===== config.mk =====
export PLATFORM = sky130hd
export DESIGN_NAME = chja_accum
export DESIGN_NICKNAME = d
export VERILOG_FILES = /design/src/chja_pkg.sv /design/src/chja_accum.sv
export SDC_FILE = /design/constraint.sdc
export NUM_CORES = 1
export LEC_CHECK = 0
export BUFFER_PORTS_ARGS = -buffer_cell sky130_fd_sc_hd__buf_2
export CORE_MARGIN = 2
export CORE_UTILIZATION = 41
export CTS_CLUSTER_SIZE = 30
export DETAILED_ROUTE_END_ITERATION = 7
export SYNTH_ARGS = -nofsm -noshare
export SYNTH_HDL_FRONTEND = slang
export SYNTH_SLANG_ARGS = --single-unit

===== constraint.sdc =====
create_clock -name clk_i -period 3.4 [get_ports clk_i]
set_input_delay 0.17 -clock clk_i [delete_from_list [all_inputs] [get_ports clk_i]]
set_output_delay 0.17 -clock clk_i [all_outputs]
set_load 0.02 [all_outputs]

===== src/chja_pkg.sv =====
// package with shared types and constants of the chained hash join block
`timescale 1ns / 1ps
`default_nettype none
package chja_pkg;

  localparam int unsigned PRIMARY_BUCKETS_DEF = 1024;
  localparam int unsigned ROWS_PER_BUCKET_DEF = 2;
  localparam int unsigned POOL_BUCKETS_DEF    = 1024;

  localparam int unsigned MASK_W   = 10;
  localparam int unsigned HCNT_W   = $clog2(MASK_W);
  localparam int unsigned ADDR_W   = 3;
  localparam int unsigned ROW_W    = 62;
  localparam int unsigned PROD_W   = 31;

  localparam logic [MASK_W-1:0] MASK_RESET   = 10'h3ff;
  localparam logic [39:0]       PROMO_PREFIX = 40'h50524F4D4F;
  localparam logic [6:0]        DISC_MAX     = 7'd100;
  localparam logic [31:0]       MAX32        = 32'hffff_ffff;
  localparam logic [47:0]       MAX48        = 48'hffff_ffff_ffff;

  typedef enum logic [1:0] {
    STATUS_STORED  = 2'd0,
    STATUS_DROPPED = 2'd1,
    STATUS_PROBE   = 2'd2
  } status_e;

  typedef enum logic [3:0] {
    ST_CLEAR,
    ST_IDLE,
    ST_HASH,
    ST_I_HOME,
    ST_I_NEXT,
    ST_I_LINK,
    ST_P_BKT,
    ST_P_ROW,
    ST_P_ACC,
    ST_DONE
  } state_e;

  typedef struct packed {
    logic        cmd;
    logic [30:0] join_key;
    logic [23:0] price_cents;
    logic [6:0]  discount_hundredths;
    logic [39:0] type_prefix;
  } item_t;

  typedef struct packed {
    logic [31:0] match_total;
    logic [47:0] promo_sum;
    logic [47:0] all_sum;
    status_e     status;
  } result_t;

endpackage
`default_nettype wire


===== src/chja_accum.sv =====
// saturating running aggregates of matched rows
`timescale 1ns / 1ps
`default_nettype none
module chja_accum (
  input  wire logic                        clk_i,
  input  wire logic                        rst_ni,
  input  wire logic                        add_i,
  input  wire logic                        promo_i,
  input  wire logic [chja_pkg::PROD_W-1:0] prod_i,
  output logic [31:0]                      match_o,
  output logic [47:0]                      promo_o,
  output logic [47:0]                      all_o
);

  logic [31:0] match_q, match_d;
  logic [47:0] promo_q, promo_d;
  logic [47:0] all_q, all_d;
  logic [48:0] all_sum, promo_sum;

  always_comb begin
    all_sum   = {1'b0, all_q} + 49'(prod_i);
    promo_sum = {1'b0, promo_q} + 49'(prod_i);
    match_d   = match_q;
    promo_d   = promo_q;
    all_d     = all_q;
    if (add_i) begin
      if (match_q != chja_pkg::MAX32) begin
        match_d = match_q + 32'd1;
      end
      all_d = all_sum[48] ? chja_pkg::MAX48 : all_sum[47:0];
      if (promo_i) begin
        promo_d = promo_sum[48] ? chja_pkg::MAX48 : promo_sum[47:0];
      end
    end
  end

  always_ff @(posedge clk_i or negedge rst_ni) begin
    if (!rst_ni) begin
      match_q <= '0;
      promo_q <= '0;
      all_q   <= '0;
    end else begin
      match_q <= match_d;
      promo_q <= promo_d;
      all_q   <= all_d;
    end
  end

  assign match_o = match_q;
  assign promo_o = promo_q;
  assign all_o   = all_q;

endmodule
`default_nettype wire


After elaboration in Yosys (flattened, before gate mapping)
Cells that the tools add are included.
W data, S select, Z words.
{"block": "totals", "register_bits": 128, "latchBits": 0, "ramBits": 0, "romBits": 0, "input_bits": 35, "out_inout_bits": 128, "elab_cells": 11, "n_memories": 0}
{"block": "classes", "n_addsub": 3, "mul": 0, "div": 0, "n_lt_le_gt_ge": 0, "n_eq_ne": 1, "shifts": 0, "muxes": 2, "bitwise_logic": 0, "reduce_logical": 2}
{"cell": "$add A48 B31 Y49", "count": 2}
{"cell": "$mux W48", "count": 2}
{"cell": "$add A32 B1 Y32 const B", "count": 1}
{"cell": "$ne A32 B32 Y1 const B", "count": 1}
{"cell": "$reduce_and A2 Y1", "count": 2}

Longest topological paths before layout
{"block": "depth", "word_depth": 2, "depth_mapped": 11, "mapped_depth_nobuf": 10}

Least setup slack after synthesis
Ideal clock, no wire load.
{"block": "synth_timing", "path_type": "flip-flop to flip-flop", "from": "register all_q[0] (netlist: all_o[0])", "to": "register all_q[38] (netlist: all_o[38])", "t_arrival_ns": 2.822, "t_required_ns": 3.272, "path_slack_ns": 0.450, "stages_incl_launch_ff": 12, "n_path_buf": 1, "synth_period_minus_slack_ns": 2.950, "cell_sequence": "dfrtp_1 > ha_1 > fa_1 > a211oi_1 > o211ai_1 > a21oi_1 > a211oi_2 > o21a_2 > o21a_4 > buf_6 > nand4_1 > mux2_1"}
{"block": "synth_between", "elab_chain_cells": 2}
{"element": "start: declaration", "line_no": "chja_accum.sv:17", "rtl": "logic [47:0] all_q, all_d;"}
{"element": "start signal: assignment", "line_no": "chja_accum.sv:45", "rtl": "all_q <= all_d;"}
{"element": "$add A48 B31 Y49", "line_no": "chja_accum.sv:21", "rtl": "all_sum = {1'b0, all_q} + 49'(prod_i);"}
{"element": "$mux W48", "line_no": "chja_accum.sv:30", "rtl": "all_d = all_sum[48] ? chja_pkg::MAX48 : all_sum[47:0];"}
No other way between the ends.
A chain may end at the register's enable or synchronous reset.

Worst setup path in the final report
{"block": "layout_timing", "from": "register promo_q[0] (netlist: promo_o[0])", "to": "register promo_q[35] (netlist: promo_o[35])"}
{"block": "layout_between", "elab_chain_cells": 2}
{"element": "start: declaration", "line_no": "chja_accum.sv:16", "rtl": "logic [47:0] promo_q, promo_d;"}
{"element": "start signal: assignment", "line_no": "chja_accum.sv:44", "rtl": "promo_q <= promo_d;"}
{"element": "$add A48 B31 Y49", "line_no": "chja_accum.sv:22", "rtl": "promo_sum = {1'b0, promo_q} + 49'(prod_i);"}
{"element": "$mux W48", "line_no": "chja_accum.sv:32", "rtl": "promo_d = promo_sum[48] ? chja_pkg::MAX48 : promo_sum[47:0];"}
No other way between the ends.

==> out/qor.yml <==
cpPeakStageDelay_ps: 450
synth_edf_count: 0
grt-ovfl-total: 0
clock-skew-final_ps: 14.1
slew_headroom: 0.389
maxCapViolations: 0
cts_tree: "yes"
power_density_mw_per_mm2: 939
antenna_found_initial: 1
drive_gt1_frac: 0.209
htree_levels: 4
fill_cells: 2105
avgSynthCellArea_um2: 9.14
numClockSinks: 128
finalSetupViolCount: 0
status: "finished clean"
worstMarginPinSlew_ps: 917
row_count: 54
pin_count: 163
multi_input_area_mm2: 0.00551
pwr-share-clk: 0.200
crit_type: "register to register"
p_switching_mw: 4.60
fp.dieH_um: 152
gp_congestion: 0.862
postLayoutCoreUtil: 0.494
clock_latency_ps: 430
period_needed_ps: 3180
synth-main-ff-cell: "dfrtp_1"
hold_slack_ps: 115
first_pass_iters: 5
ir_worst_vdd_v: 0.000477
synth.distinct_cells: 75
seqPwrFrac: 0.249
cts_buffers: 17
yosysTopAreaCellShare: 0.356
rsz0062_at_grt: "no"
cts_setup_buffers: 0
ant_nets: 0
fin_crit_sh: 0.935
start_kind: "register"
yosys_warnings: 0
p_leak_nw: 4.84
layout_setup_ws_ps: 221
synthDominantAreaCellType: "dfrtp_1"
wl_um: 25000
core_mm2: 0.0217
ys_ff_latch: 128
drt_iter0_markers: 474
crit_chain: "ha_1 > fa_1 > a211oi_1 > o21ai_0 > o211ai_1 > a211oi_2 > o211ai_2 > a211o_1 > nand2_1 > mux2_2"
dpl.hpwl_um: 18600
slew_violations: 0
clockBufferDepth: 2
route.detailed.drc: 0
intPower_mw: 5.45
die_area_mm2: 0.0231
register_area_mm2: 0.00320
tns_ps: 0
combPwrFrac: 0.551
initial_core_util: 0.415
dieWidth_um: 152
final_cells: 1430
ys_top_cells_by_area: "dfrtp_1, ha_1, xnor2_1"
placedCellCount: 1396
grt_use_total: 0.215
grt_first_pass_wirelength_um: 41000
io_buffer_count: 162
yosysMostFrequentCell: "dfrtp_1"
area_delta_synth_final_pct: 19.0
vias: 8153
hold_path.class: "input port to register"
wl_per_cell_um: 17.5
synthCells: 984
crit_required_ps: 3710
clock_tree.root_cell: "clkbuf_16"
pre_cts_slack_ps: 193
vias_per_cell: 5.70
grt_start_max_net_pins: 90
arrival_ps: 3490
grt_pass1_vias: 7840
hold_viol_final: 0
netlist_area_mm2: 0.00900
crit_fanout: 12
switching_share: 0.458
syn_nets: 1084
nets: 1236
critPathCaptureType: "register"
synthArstFlopShare: 1.00
crit_slowest_cell: "a211o_1"
clk_pin_slew_ps: 70
fmax_mhz: 315
ys_seq_area_frac: 0.356
synth_common_cells: "dfrtp_1, nand2_1, a21oi_1, nor2_1, ha_1"
kinds of logic after synthesis:
kind of cell | count (synthesis) | synth area share
simple gates | 327 | 0.184
mux | 19 | 0.0236
flops | 128 | 0.356
xor+xnor | 85 | 0.0827
buf+inv | 62 | 0.0323
compound gates | 298 | 0.229
fa+ha+maj | 65 | 0.0920
stage by stage:
step,total power [mW],area [um2]
after detailed placement,8.02,10000
after global routing,10.8,10700
after CTS,10.1,10700
final,10.1,10700
after floorplan,6.58,9000
after global placement,7.99,10000
critical path, delay by kind of cell, from the launching register on:
| kind | cells | cell delay, ps |
|---|---|---|
| adders and majority gates | 2 | 670 |
| AOI/OAI and AO/OA | 6 | 1630 |
| DFF | 1 | 390 |
| muxes | 1 | 270 |
| and+or+nand+nor | 1 | 100 |
worst paths after layout:
check	to	startpoint	slack, ps	depth (start not counted)
worst min-delay path	promo_o[0]	prod_i[0]	120	3
max in group asynchronous	all_o[35]	rst_ni	2210	3
worst max register to register	promo_o[35]	promo_o[0]	220	10
worst max-delay path	promo_o[35]	promo_o[0]	220	10
worst min register to register	match_o[5]	match_o[5]	490	1
min in group asynchronous	promo_o[8]	rst_ni	410	2
per-layer routing:
layer	vias up	wire (um)	GRT usage
met5	-	0	0
met1	3915	11600	0.293
met2	212	11600	0.343
li1	3995	-	-
met4	0	415	0.0574
met3	31	1410	0.0515
cells in the final DEF (no fill, tap or decap), types with 4 or more instances in the layout:
cell type / n
mux2_2: 14
nor3_1: 14
inv_1: 22
o21ai_0: 33
o22a_1: 32
o21bai_1: 5
buf_2: 161
buf_4: 9
clkbuf_16: 17
o2111ai_1: 8
ha_1: 63
o31ai_1: 5
o211ai_1: 10
a211oi_1: 10
a21oi_1: 78
dfrtp_1: 128
xnor2_1: 59
nor2_1: 71
mux2_1: 4
nand2_1: 86
and4_1: 13
a2111oi_0: 5
and2_1: 10
nand4_1: 31
a21boi_0: 4
or4_1: 8
nor4_1: 5
and3_1: 15
or2_2: 4
a21o_1: 37
or3_1: 7
inv_8: 7
o21a_1: 10
nor2b_1: 5
xor2_1: 26
a31oi_1: 32
nand3_1: 44
registers in the layout, summed over array words and instances (netlist names):
| signal | flops |
|---|---|
| match_o | 32 |
| all_o | 48 |
| promo_o | 48 |
power groups by stage:
stage | combinational, mW | clock, mW | sequential, mW
2_1_floorplan | 3.61 | 0 | 2.96
3_3_place_gp | 5.47 | 0 | 2.52
3_5_place_dp | 5.50 | 0 | 2.52
4_1_cts | 5.53 | 2.05 | 2.50
5_1_grt | 6.11 | 2.12 | 2.58
6_report | 5.53 | 2.02 | 2.50
cell type report:
class                   instances  share of cell area
multi-input cells             794               0.515
flip-flops and latches        128               0.299
repair buffers                173              0.0854
clock buffers                  17              0.0397
well taps                     280              0.0327
clock inverters                15              0.0198
inverters                      22             0.00771
diodes                          1            0.000234
repair_timing:
action | 4_1_cts | 5_1_grt
endpoints found under the setup margin | 0 | 29
hold buffers | 1 | 0
gates resized for setup | 0 | 1
endpoints found under the hold margin | 88 | 0
No activity file was read; power rests on OpenSTA's default activity.
